<file path="src/hdl/wsp_pkg.sv">
// ============================================================================
// Windowed standard deviation and peak-to-peak: shared package
// Widths, register map, the job record handed from front end to back end.
// ============================================================================
`default_nettype none

package wsp_pkg;

    localparam int X_W       = 16;
    localparam int Y_W       = 16;
    localparam int CNT_W     = 10;
    localparam int SUM_W     = 26;
    localparam int SQ_W      = 41;
    localparam int PTP_W     = 16;
    localparam int STD_W     = 20;
    localparam int MAG_W     = 25;
    localparam int A_W       = CNT_W + SQ_W;
    localparam int B_W       = 2 * MAG_W;
    localparam int NUM_W     = 50;
    localparam int RAD_W     = NUM_W + 8;
    localparam int ROOT_W    = RAD_W / 2;
    localparam int STEP_W    = $clog2(ROOT_W);
    localparam int REM_W     = ROOT_W + 3;

    localparam int S_TDATA_W = 32;
    localparam int M_TDATA_W = 40;

    localparam int APB_ADDR_W = 3;
    localparam int APB_DATA_W = 32;

    localparam int MAX_WINDOW  = 1023;
    localparam int COUNT_MAX   = (1 << CNT_W) - 1;
    localparam int QUEUE_DEPTH = 2;

    localparam logic [CNT_W-1:0] WINDOW_RESET = 10'd100;

    // Register index, decoded from paddr[2].
    localparam logic REG_WINDOW_LENGTH = 1'b0;

    typedef struct packed {
        logic [CNT_W-1:0]        count;
        logic signed [SUM_W-1:0] sum_y;
        logic [SQ_W-1:0]         sum_sq_y;
        logic [PTP_W-1:0]        peak_to_peak;
    } wsp_job_t;

    typedef enum logic [5:0] {
        ST_IDLE = 6'b000001,
        ST_MULT = 6'b000010,
        ST_DIFF = 6'b000100,
        ST_SQRT = 6'b001000,
        ST_DIV  = 6'b010000,
        ST_DONE = 6'b100000
    } wsp_state_t;

endpackage

`default_nettype wire

</file>
<file path="src/hdl/wsp_front.sv">
// ============================================================================
// Windowed statistics: front end
// Accepts sample beats, accumulates sum, sum of squares and extremes, and
// pushes one job per finished window into the queue.
// ============================================================================
`default_nettype none

module wsp_front (
    input  wire logic                           aclk,
    input  wire logic                           aresetn,
    input  wire logic [wsp_pkg::CNT_W-1:0]      window_length,
    input  wire logic                           s_tvalid,
    output logic                                s_tready,
    input  wire logic [wsp_pkg::S_TDATA_W-1:0]  s_tdata,
    input  wire logic                           q_full,
    output logic                                q_push,
    output wsp_pkg::wsp_job_t                   q_data
);
    import wsp_pkg::*;

    logic signed [SUM_W-1:0] sum_reg, sum_next;
    logic [SQ_W-1:0]         sq_reg, sq_next;
    logic [CNT_W-1:0]        cnt_reg, cnt_next;
    logic signed [X_W-1:0]   min_reg, min_next;
    logic signed [X_W-1:0]   max_reg, max_next;
    logic                    have_reg;

    logic signed [X_W-1:0]   x_w;
    logic signed [Y_W-1:0]   y_w;
    logic signed [2*Y_W-1:0] prod_w;
    logic [15:0]             win_w;
    logic                    accept_w;
    logic                    done_w;
    logic [X_W:0]            ptp_w;

    assign s_tready = !q_full;
    assign accept_w = s_tvalid && s_tready;

    assign x_w    = $signed(s_tdata[X_W-1:0]);
    assign y_w    = $signed(s_tdata[X_W+Y_W-1:X_W]);
    assign prod_w = y_w * y_w;

    always_comb begin
        win_w = {6'b0, window_length};
        if (window_length == '0) begin
            win_w = 16'd1;
        end else if (win_w > 16'(MAX_WINDOW)) begin
            win_w = 16'(MAX_WINDOW);
        end
    end

    always_comb begin
        cnt_next = (cnt_reg < CNT_W'(COUNT_MAX)) ? cnt_reg + 1'b1 : cnt_reg;
        sum_next = sum_reg + {{(SUM_W-Y_W){y_w[Y_W-1]}}, y_w};
        sq_next  = sq_reg + {{(SQ_W-2*Y_W){1'b0}}, prod_w};
        if (!have_reg) begin
            min_next = x_w;
            max_next = x_w;
        end else begin
            min_next = (x_w < min_reg) ? x_w : min_reg;
            max_next = (x_w > max_reg) ? x_w : max_reg;
        end
    end

    assign done_w = {6'b0, cnt_next} >= win_w;
    assign ptp_w  = {max_next[X_W-1], max_next} - {min_next[X_W-1], min_next};

    assign q_push              = accept_w && done_w;
    assign q_data.count        = cnt_next;
    assign q_data.sum_y        = sum_next;
    assign q_data.sum_sq_y     = sq_next;
    assign q_data.peak_to_peak = ptp_w[PTP_W-1:0];

    always_ff @(posedge aclk) begin
        if (!aresetn) begin
            sum_reg  <= '0;
            sq_reg   <= '0;
            cnt_reg  <= '0;
            min_reg  <= '0;
            max_reg  <= '0;
            have_reg <= 1'b0;
        end else if (accept_w) begin
            if (done_w) begin
                sum_reg  <= '0;
                sq_reg   <= '0;
                cnt_reg  <= '0;
                min_reg  <= '0;
                max_reg  <= '0;
                have_reg <= 1'b0;
            end else begin
                sum_reg  <= sum_next;
                sq_reg   <= sq_next;
                cnt_reg  <= cnt_next;
                min_reg  <= min_next;
                max_reg  <= max_next;
                have_reg <= 1'b1;
            end
        end
    end

endmodule

`default_nettype wire

</file>
<file path="src/hdl/wsp_queue.sv">
// ============================================================================
// Windowed statistics: job queue
// Short first-in first-out queue of finished windows between the two ends.
// ============================================================================
`default_nettype none

module wsp_queue #(
    parameter int DEPTH = wsp_pkg::QUEUE_DEPTH
) (
    input  wire logic              aclk,
    input  wire logic              aresetn,
    input  wire logic              push,
    input  wire wsp_pkg::wsp_job_t push_data,
    input  wire logic              pop,
    output wsp_pkg::wsp_job_t      pop_data,
    output logic                   full,
    output logic                   empty
);
    import wsp_pkg::*;

    localparam int PTR_W = $clog2(DEPTH);
    localparam int CNT_Q = $clog2(DEPTH + 1);

    wsp_job_t         mem_reg [DEPTH];
    logic [PTR_W-1:0] wr_reg, wr_next;
    logic [PTR_W-1:0] rd_reg, rd_next;
    logic [CNT_Q-1:0] fill_reg, fill_next;
    logic             do_push, do_pop;

    assign full     = fill_reg == CNT_Q'(DEPTH);
    assign empty    = fill_reg == '0;
    assign do_push  = push && !full;
    assign do_pop   = pop && !empty;
    assign pop_data = mem_reg[rd_reg];

    always_comb begin
        wr_next   = (wr_reg == PTR_W'(DEPTH - 1)) ? '0 : wr_reg + 1'b1;
        rd_next   = (rd_reg == PTR_W'(DEPTH - 1)) ? '0 : rd_reg + 1'b1;
        fill_next = fill_reg;
        if (do_push && !do_pop) begin
            fill_next = fill_reg + 1'b1;
        end else if (do_pop && !do_push) begin
            fill_next = fill_reg - 1'b1;
        end
    end

    always_ff @(posedge aclk) begin
        if (do_push) begin
            mem_reg[wr_reg] <= push_data;
        end
    end

    always_ff @(posedge aclk) begin
        if (!aresetn) begin
            wr_reg   <= '0;
            rd_reg   <= '0;
            fill_reg <= '0;
        end else begin
            if (do_push) begin
                wr_reg <= wr_next;
            end
            if (do_pop) begin
                rd_reg <= rd_next;
            end
            fill_reg <= fill_next;
        end
    end

endmodule

`default_nettype wire

</file>
<file path="src/hdl/wsp_back.sv">
// ============================================================================
// Windowed statistics: back end
// Takes one window job at a time: variance numerator, bit-serial square root,
// bit-serial division by the count, then the result into the output register.
// ============================================================================
`default_nettype none

module wsp_back (
    input  wire logic                           aclk,
    input  wire logic                           aresetn,
    input  wire logic                           q_empty,
    input  wire wsp_pkg::wsp_job_t              q_data,
    output logic                                q_pop,
    output logic                                m_tvalid,
    input  wire logic                           m_tready,
    output logic [wsp_pkg::M_TDATA_W-1:0]       m_tdata
);
    import wsp_pkg::*;

    wsp_state_t           state_reg, state_next;
    logic [CNT_W-1:0]     n_reg;
    logic [PTP_W-1:0]     ptp_reg;
    logic [SQ_W-1:0]      sq_reg;
    logic [MAG_W-1:0]     mag_reg;
    logic [A_W-1:0]       a_reg;
    logic [B_W-1:0]       b_reg;
    logic [RAD_W-1:0]     rad_reg;
    logic [REM_W-1:0]     rem_reg;
    logic [ROOT_W-1:0]    root_reg;
    logic [CNT_W-1:0]     drem_reg;
    logic [STEP_W-1:0]    step_reg;
    logic                 out_valid_reg;
    logic [M_TDATA_W-1:0] out_data_reg;

    logic [SUM_W-1:0]     abs_w;
    logic [A_W-1:0]       diff_w;
    logic [REM_W+1:0]     srem_w;
    logic [REM_W+1:0]     trial_w;
    logic                 sfit_w;
    logic [CNT_W:0]       dtry_w;
    logic                 dfit_w;
    logic                 last_w;
    logic                 load_out_w;

    assign abs_w   = q_data.sum_y[SUM_W-1] ? SUM_W'(-q_data.sum_y) : q_data.sum_y;
    assign diff_w  = a_reg - A_W'(b_reg);
    assign srem_w  = {rem_reg, rad_reg[RAD_W-1 -: 2]};
    assign trial_w = (REM_W+2)'({root_reg, 2'b01});
    assign sfit_w  = srem_w >= trial_w;
    assign dtry_w  = {drem_reg, root_reg[ROOT_W-1]};
    assign dfit_w  = dtry_w >= {1'b0, n_reg};
    assign last_w  = step_reg == STEP_W'(ROOT_W - 1);

    assign q_pop      = (state_reg == ST_IDLE) && !q_empty;
    assign load_out_w = (state_reg == ST_DONE) && (!out_valid_reg || m_tready);
    assign m_tvalid   = out_valid_reg;
    assign m_tdata    = out_data_reg;

    always_comb begin
        state_next = state_reg;
        unique case (state_reg)
            ST_IDLE: begin
                if (!q_empty) begin
                    state_next = ST_MULT;
                end
            end
            ST_MULT: state_next = ST_DIFF;
            ST_DIFF: state_next = ST_SQRT;
            ST_SQRT: begin
                if (last_w) begin
                    state_next = ST_DIV;
                end
            end
            ST_DIV: begin
                if (last_w) begin
                    state_next = ST_DONE;
                end
            end
            ST_DONE: begin
                if (load_out_w) begin
                    state_next = ST_IDLE;
                end
            end
            default: state_next = ST_IDLE;
        endcase
    end

    always_ff @(posedge aclk) begin
        if (!aresetn) begin
            state_reg     <= ST_IDLE;
            out_valid_reg <= 1'b0;
        end else begin
            state_reg <= state_next;
            if (load_out_w) begin
                out_valid_reg <= 1'b1;
            end else if (m_tready) begin
                out_valid_reg <= 1'b0;
            end
        end
    end

    always_ff @(posedge aclk) begin
        unique case (state_reg)
            ST_IDLE: begin
                n_reg   <= q_data.count;
                ptp_reg <= q_data.peak_to_peak;
                sq_reg  <= q_data.sum_sq_y;
                mag_reg <= abs_w[MAG_W-1:0];
            end
            ST_MULT: begin
                a_reg <= A_W'(n_reg) * A_W'(sq_reg);
                b_reg <= B_W'(mag_reg) * B_W'(mag_reg);
            end
            ST_DIFF: begin
                rad_reg  <= (a_reg > A_W'(b_reg)) ? {diff_w[NUM_W-1:0], 8'b0} : '0;
                rem_reg  <= '0;
                root_reg <= '0;
                step_reg <= '0;
            end
            ST_SQRT: begin
                rad_reg  <= {rad_reg[RAD_W-3:0], 2'b00};
                rem_reg  <= sfit_w ? REM_W'(srem_w - trial_w) : REM_W'(srem_w);
                root_reg <= {root_reg[ROOT_W-2:0], sfit_w};
                drem_reg <= '0;
                step_reg <= last_w ? '0 : step_reg + 1'b1;
            end
            ST_DIV: begin
                drem_reg <= dfit_w ? CNT_W'(dtry_w - {1'b0, n_reg}) : CNT_W'(dtry_w);
                root_reg <= {root_reg[ROOT_W-2:0], dfit_w};
                step_reg <= last_w ? '0 : step_reg + 1'b1;
            end
            ST_DONE: begin
                if (load_out_w) begin
                    out_data_reg <= {{(M_TDATA_W-STD_W-PTP_W){1'b0}},
                                     ptp_reg, root_reg[STD_W-1:0]};
                end
            end
            default: begin
                step_reg <= '0;
            end
        endcase
    end

endmodule

`default_nettype wire

</file>
<file path="src/hdl/window_std_and_peak_to_peak_top.sv">
// ============================================================================
// Windowed standard deviation and peak-to-peak: top level
// Sample stream in, one statistics beat per window out, APB register port.
// ============================================================================
// The input stream takes one sample beat per clock cycle as long as the job
// queue has room; the queue only fills when windows finish faster than the
// back end can process them. Each finished window takes the back end through
// one pop, one multiply, one subtract, 29 square-root steps and 29 division
// steps and one output load, set by the one-bit-per-cycle root and divide unit.
// Windows at least as long as that work therefore stream at full rate while
// the output is not stalled; shorter windows are paced by the back end.
`default_nettype none

module window_std_and_peak_to_peak_top #(
    parameter int QUEUE_DEPTH = wsp_pkg::QUEUE_DEPTH
) (
    input  wire logic                            aclk,
    input  wire logic                            aresetn,
    // s_tdata: accel_x [15:0], accel_y [31:16]
    input  wire logic                            s_tvalid,
    output logic                                 s_tready,
    input  wire logic [wsp_pkg::S_TDATA_W-1:0]   s_tdata,
    // m_tdata: std_dev_y_q4 [19:0], peak_to_peak_x [35:20], zero [39:36]
    output logic                                 m_tvalid,
    input  wire logic                            m_tready,
    output logic [wsp_pkg::M_TDATA_W-1:0]        m_tdata,
    input  wire logic                            psel,
    input  wire logic                            penable,
    input  wire logic                            pwrite,
    input  wire logic [wsp_pkg::APB_ADDR_W-1:0]  paddr,
    input  wire logic [wsp_pkg::APB_DATA_W-1:0]  pwdata,
    output logic [wsp_pkg::APB_DATA_W-1:0]       prdata,
    output logic                                 pready
);
    import wsp_pkg::*;

    logic [CNT_W-1:0] window_reg;
    logic             wr_en_w;
    logic             q_push, q_pop, q_full, q_empty;
    wsp_job_t         push_data, pop_data;

    assign pready  = 1'b1;
    assign wr_en_w = psel && penable && pwrite && pready
                     && (paddr[2] == REG_WINDOW_LENGTH);
    assign prdata  = (paddr[2] == REG_WINDOW_LENGTH)
                     ? {{(APB_DATA_W-CNT_W){1'b0}}, window_reg} : '0;

    always_ff @(posedge aclk) begin
        if (!aresetn) begin
            window_reg <= WINDOW_RESET;
        end else if (wr_en_w) begin
            window_reg <= pwdata[CNT_W-1:0];
        end
    end

    wsp_front u_front (
        .aclk          (aclk),
        .aresetn       (aresetn),
        .window_length (window_reg),
        .s_tvalid      (s_tvalid),
        .s_tready      (s_tready),
        .s_tdata       (s_tdata),
        .q_full        (q_full),
        .q_push        (q_push),
        .q_data        (push_data)
    );

    wsp_queue #(
        .DEPTH (QUEUE_DEPTH)
    ) u_queue (
        .aclk      (aclk),
        .aresetn   (aresetn),
        .push      (q_push),
        .push_data (push_data),
        .pop       (q_pop),
        .pop_data  (pop_data),
        .full      (q_full),
        .empty     (q_empty)
    );

    wsp_back u_back (
        .aclk     (aclk),
        .aresetn  (aresetn),
        .q_empty  (q_empty),
        .q_data   (pop_data),
        .q_pop    (q_pop),
        .m_tvalid (m_tvalid),
        .m_tready (m_tready),
        .m_tdata  (m_tdata)
    );

endmodule

`default_nettype wire

</file>
<file path="config.mk">
export PLATFORM = sky130hd
export DESIGN_NAME = window_std_and_peak_to_peak_top
export DESIGN_NICKNAME = d
export VERILOG_FILES = /design/src/hdl/wsp_pkg.sv /design/src/hdl/wsp_front.sv /design/src/hdl/wsp_queue.sv /design/src/hdl/wsp_back.sv /design/src/hdl/window_std_and_peak_to_peak_top.sv
export SDC_FILE = /design/constraint.sdc
export NUM_CORES = 2
export LEC_CHECK = 0
export BUFFER_PORTS_ARGS = -buffer_cell sky130_fd_sc_hd__buf_2
export CORE_UTILIZATION = 50
export DETAILED_ROUTE_END_ITERATION = 12
export PLACE_DENSITY_LB_ADDON = 0.25
export SYNTH_ARGS = -nofsm -noshare
export SYNTH_HDL_FRONTEND = slang
export SYNTH_SLANG_ARGS = --single-unit
</file>
<file path="constraint.sdc">
create_clock -name aclk -period 21.6 [get_ports aclk]
set_input_delay 4.32 -clock aclk [delete_from_list [all_inputs] [get_ports aclk]]
set_output_delay 4.32 -clock aclk [all_outputs]
set_load 0.1 [all_outputs]
</file>
======== Word-level counts from Yosys, hierarchy flattened ========
Memory sizes are Yosys's and may differ from the RTL's. A register that Yosys moved wholly into a read port is not among the register bits.
Index checks and enable logic that the tools add are counted.
storage, ports and cells
  register bits ........................... 494
  input bits .............................. 74
  output and inout bits ................... 75
  word-level logic and storage cells ...... 127
  memories ................................ 1
  bits in writable memories ............... 186
cells by class
  reductions and logical operators ........ 28
  equality and inequality tests ........... 12
  order comparisons ....................... 7
  add/subtract/negate cells ............... 13
  $mul .................................... 3
  bitwise logic cells ..................... 1
  multiplexer cells ....................... 38
memory list
  memory           words  bits a word  read ports  clocked after memory_dff  wr ports  RTL line         RTL
  u_queue.mem_reg  2      93           1           1                         1         wsp_queue.sv:24  wsp_job_t mem_reg [DEPTH];
operator list
  kind                                                            count
  58-bit case mux with 2 select lines                             1
  16-bit 2-to-1 mux                                               6
  29-bit case mux with 3 select lines                             1
  32-bit case mux with 2 select lines                             1
  58-bit 2-to-1 mux                                               1
  51-bit by 50-bit > comparator with 1-bit output                 1
  10-bit by 41-bit multiplier with 51-bit output                  1
  25-bit by 25-bit multiplier with 50-bit output                  1
  10-bit 2-to-1 mux                                               5
  50-bit subtractor                                               1
  41-bit by 32-bit adder with 41-bit output                       1
  41-bit 2-to-1 mux                                               1
  6-bit case mux with 6 select lines                              1
  34-bit by 31-bit greater-or-equal comparator with 1-bit output  1
  16-bit by 16-bit multiplier with 32-bit output                  1
  32-bit 2-to-1 mux                                               1
  32-bit by 31-bit subtractor with 32-bit output                  1
  26-bit adder                                                    1
  26-bit 2-to-1 mux                                               1
  25-bit 2-to-1 mux                                               1
  25-bit negation                                                 1
  6-bit 2-to-1 mux                                                4
  10-bit case mux with 2 select lines                             1
  16-bit > comparator                                             1
  37 further kinds                                                66

======== Longest topological paths before layout ========
  word-level depth ........................ 9
  depth in mapped cells ................... 38
  depth with buffers taken out ............ 36

======== Hierarchy ========
From an unflattened synthesis, not the netlist that was laid out.
second synthesis, totals
  cell total of the unflattened synthesis .. 7396
  area, all modules ....................... 73950.9 um2
by module, submodules not included
  module                           cells each  area each (um2)  instances  seq. area each (um2)
  wsp_back                         4894        48442.7          1          10770.3
  wsp_front                        2108        17879.6          1          2202.1
  wsp_queue                        314         6962.9           1          5685.5
  window_std_and_peak_to_peak_top  80          665.6            1          200.2

======== Worst setup path after synthesis ========
OpenSTA, ideal clock, no wires.
  path kind ............................... input to register
  from .................................... input s_tdata[31] in the netlist's numbering
  to ...................................... register u_front.sq_reg[33]
  stages .................................. 33
  path buffers ............................ 2
  arrival time ............................ 12.232 ns
  setup slack ............................. 9.246 ns
  data required time ...................... 21.478 ns
  path through ............................ clkbuf_1 inv_1 buf_1 nor2_1 fa_1 inv_1 fa_1 inv_1 fa_1 fa_1 fa_1 inv_1 fa_1 inv_1 ha_1 nor4_1 a21o_1 a31oi_1 o21ai_0 a21oi_1 o21ai_0 or4b_2 o311ai_0 ha_1 a21o_1 a21oi_1 o21ai_0 a21oi_1 nor2b_1 a211oi_1 o21ai_1 and4b_1 a311o_1
between the ends
  word-level cells in the longest chain between the ends .. 3
ends and longest elaborated chain
  what                                            RTL line                               RTL
  start, declared                                 window_std_and_peak_to_peak_top.sv:22  input wire logic [wsp_pkg::S_TDATA_W-1:0] s_tdata,
  16-bit by 16-bit multiplier with 32-bit output  wsp_front.sv:41                        assign prod_w = y_w * y_w;
  41-bit by 32-bit adder with 41-bit output       wsp_front.sv:55                        sq_next = sq_reg + {{(SQ_W-2*Y_W){1'b0}}, prod_w};
  41-bit 2-to-1 mux                               wsp_front.sv:83                        if (done_w) begin
  end signal, assigned                            wsp_front.sv:92                        sq_reg <= sq_next;
  end, declared                                   wsp_front.sv:22                        logic [SQ_W-1:0] sq_reg, sq_next;
Every way passes these cells.
A chain may end at the register's enable or synchronous reset.

==> run metrics <==
final cycle utilization of the critical path 0.6009; max reg flops 186; number of synthesized flops with an enable pin 540; area share of the largest cell type after synthesis 0.2768; gr usage total 0.2378; # diodes 0; die height 385.5 um; max_slew headroom 0.1881; CTS H-tree depth 3; Post-Syn Area about 74,000 sq um; fraction of layout cells with a size suffix above 1 0.05817; number of global-route vias before repair 53,050; Routed WL per cell around 18 um; Area growth syn-to-layout 6.507%; CTS Buf Count 74; drt pass-1 iters 5; status completed; via-per-instance ratio 5.473; final cell count without fillers 9,292; Core Region approximately 150,000 sq um; Clock Skew 0.06602 ns; final setup vio count 0; RSZ-0062 raised after global routing no; area leader, netlist fa_1; CTS Buffer Depth 3; final-stage net count 8,975; CP Launch Type input port; dpl hpwl 131.0 mm; dominant cells by area after synthesis fa_1 28%, edfxtp_1 22%, ha_1 9.7%; initial antenna violation count 7; Resize count post-CTS 0; final hold vios 0; crit-path max cell delay 0.73 ns; Main synth FF type edfxtp_1; CTS root buffer clkbuf_16; crit end category flop; drt total wl 171.4 mm; setup bufs post-CTS 0; Yosys reg bits 672; CP Class in -> reg; minimum clock period 12.98 ns; Starting Density 0.5047; data required time of the worst path 22.01 ns; largest net degree at the start of global routing 83; top achievable clock speed 0.07704 GHz; sequential fraction of the synthesis area 0.2564; slowest CP cell fa_1; FILL cells 12,940; Ys Warns 0; IO Port Bufs between 90 and 100; DRT antenna net count 0; die area 148,600 sq um; total number of vias 50,860; DRT iter0 DRCs 3,323; top-level I/O count 149; GR Overflow Total 0; Tightest Pin Transition 1.184 ns; worst-path fanout max 29; Placed Cells 9,157; placed cell area around 76,000 sq um; Pins Over Slew Limit 0; Syn Area/Cell between 9 and 10 sq um; TritonCTS clock tree done; Post-Synthesis Cells around 7,400; Final GP Congestion roughly 0.9; Worst EP arrival around 13 ns; die width 385.5 um; worst skew pair latency 0.70 ns; CTS clock-pin slew for the worst setup and hold paths 0.06 ns; final setup TNS 0 ns; Max Cap Viol 0; Hold Path Class reg -> reg; share of flip-flops with an asynchronous set or reset 0; clk sinks 672; Cell Rows 140; first-pass GRT wire length 280.3 mm; cts hold-fix bufs 0; final design utilization 0.5375; DRC Markers 0; most used cell, CP fa_1; final instance area 78,340 sq um; Synth cell types 88
==> placed cells by master (no fill, tap or decap), types with 74 or more instances in the layout <==
cell          n
a21o_1      176
a21oi_1     318
and2_1      401
buf_2        97
clkbuf_16    74
dfxtp_1     131
edfxtp_1    540
fa_1       1017
ha_1        568
inv_1      1378
mux2_2       86
nand2_1     650
nand3_1     117
nor2_1      301
o21ai_0     166
xnor2_1     206
xor2_1      110
==> layer usage <==
metal / track usage / vias to the layer above / share of wire
met3: 0.02637 / 273 / 0.047
met4: 0.06353 / 4 / 0.026
met2: 0.4118 / 1241 / 0.50
met1: 0.3160 / 25590 / 0.43
li1: - / 23750 / -
met5: 0 / - / 0.00015
==> cell families after synthesis <==
| logic type | after synthesis | share of synthesized area |
|---|---|---|
| AO/OA/AOI/OAI | 1120 | 0.1014 |
| XOR/XNOR | 316 | 0.03763 |
| adder cells (fa/ha/maj) | 1585 | 0.3734 |
| buffers and inverters | 1697 | 0.08866 |
| flip-flops | 672 | 0.2564 |
| multiplexers | 139 | 0.02038 |
| other | 2 | 0.0001021 |
| AND/OR/NAND/NOR | 1839 | 0.1221 |
==> path summary, 6_finish.rpt <==
path / from / end / slack [ns] / cells past startpoint
worst min register to register: u_back.ptp_reg[5]$_DFFE_PP_ / u_back.m_tdata[25]$_DFFE_PP_ / 0.42 / 0
worst max register to register: u_back.mag_reg[3]$_DFFE_PP_ / u_back.b_reg[49]$_DFFE_PP_ / 13.23 / 21
worst max-delay path: s_tdata[31] / u_queue.mem_reg[0][51]$_DFFE_PP_ / 8.62 / 32
worst min-delay path: u_back.ptp_reg[5]$_DFFE_PP_ / u_back.m_tdata[25]$_DFFE_PP_ / 0.42 / 0
==> stage by stage <==
| stage | hold slack, ns | setup WS, ns |
|---|---|---|
| finish | 0.4181 | 8.620 |
| global route | 0.4230 | 8.160 |
| CTS | 0.4188 | 8.646 |
| detailed placement | 0.4045 | 7.923 |
| global placement | 0.4047 | 7.973 |
| floorplan | 0.4003 | 9.246 |
==> worst max-delay path, delay by kind of cell <==
| kind | cells | cell delay (ns) |
|---|---|---|
| compound gates | 12 | 2.45 |
| fa+ha+maj | 8 | 4.00 |
| simple gates | 4 | 1.17 |
| xor+xnor | 1 | 0.22 |
| buf+inv | 7 | 1.23 |
==> synthesized netlist by cell type (11+ instances only) <==
cell type,n
buf_4,27
xnor2_1,206
or3_1,20
buf_1,15
a211oi_1,32
nor2_1,302
o31ai_1,15
nor2b_1,56
nand4_1,50
o21bai_1,44
nor3_1,60
clkbuf_1,259
o211ai_1,21
xor2_1,110
fa_1,1017
o22ai_1,19
o21ai_0,166
and2_1,404
nand2b_1,54
a22o_1,65
a31o_2,11
edfxtp_1,540
nand3_1,117
a31oi_1,42
mux2i_1,53
a21o_1,176
a21boi_0,16
o21a_1,39
nor4_1,13
ha_1,568
and3_1,49
inv_1,1380
a21oi_1,320
or2_2,19
nand2_1,652
a22oi_1,36
mux2_2,86
dfxtp_1,132
==> layout make-up <==
class	count	area [sq um]	area share
clock inverter	43	578.1	0.007379
timing repair buffer	161	965.9	0.01233
tap	1917	2399	0.03062
inverter	1381	5185	0.06619
multi-input combinational	5026	48370	0.6174
clock buffer	92	1979	0.02527
sequential	672	18860	0.2408
Power is left out: the tool's default activity adds up to more than one toggle a clock period on the data nets, which glitch-free logic cannot reach.
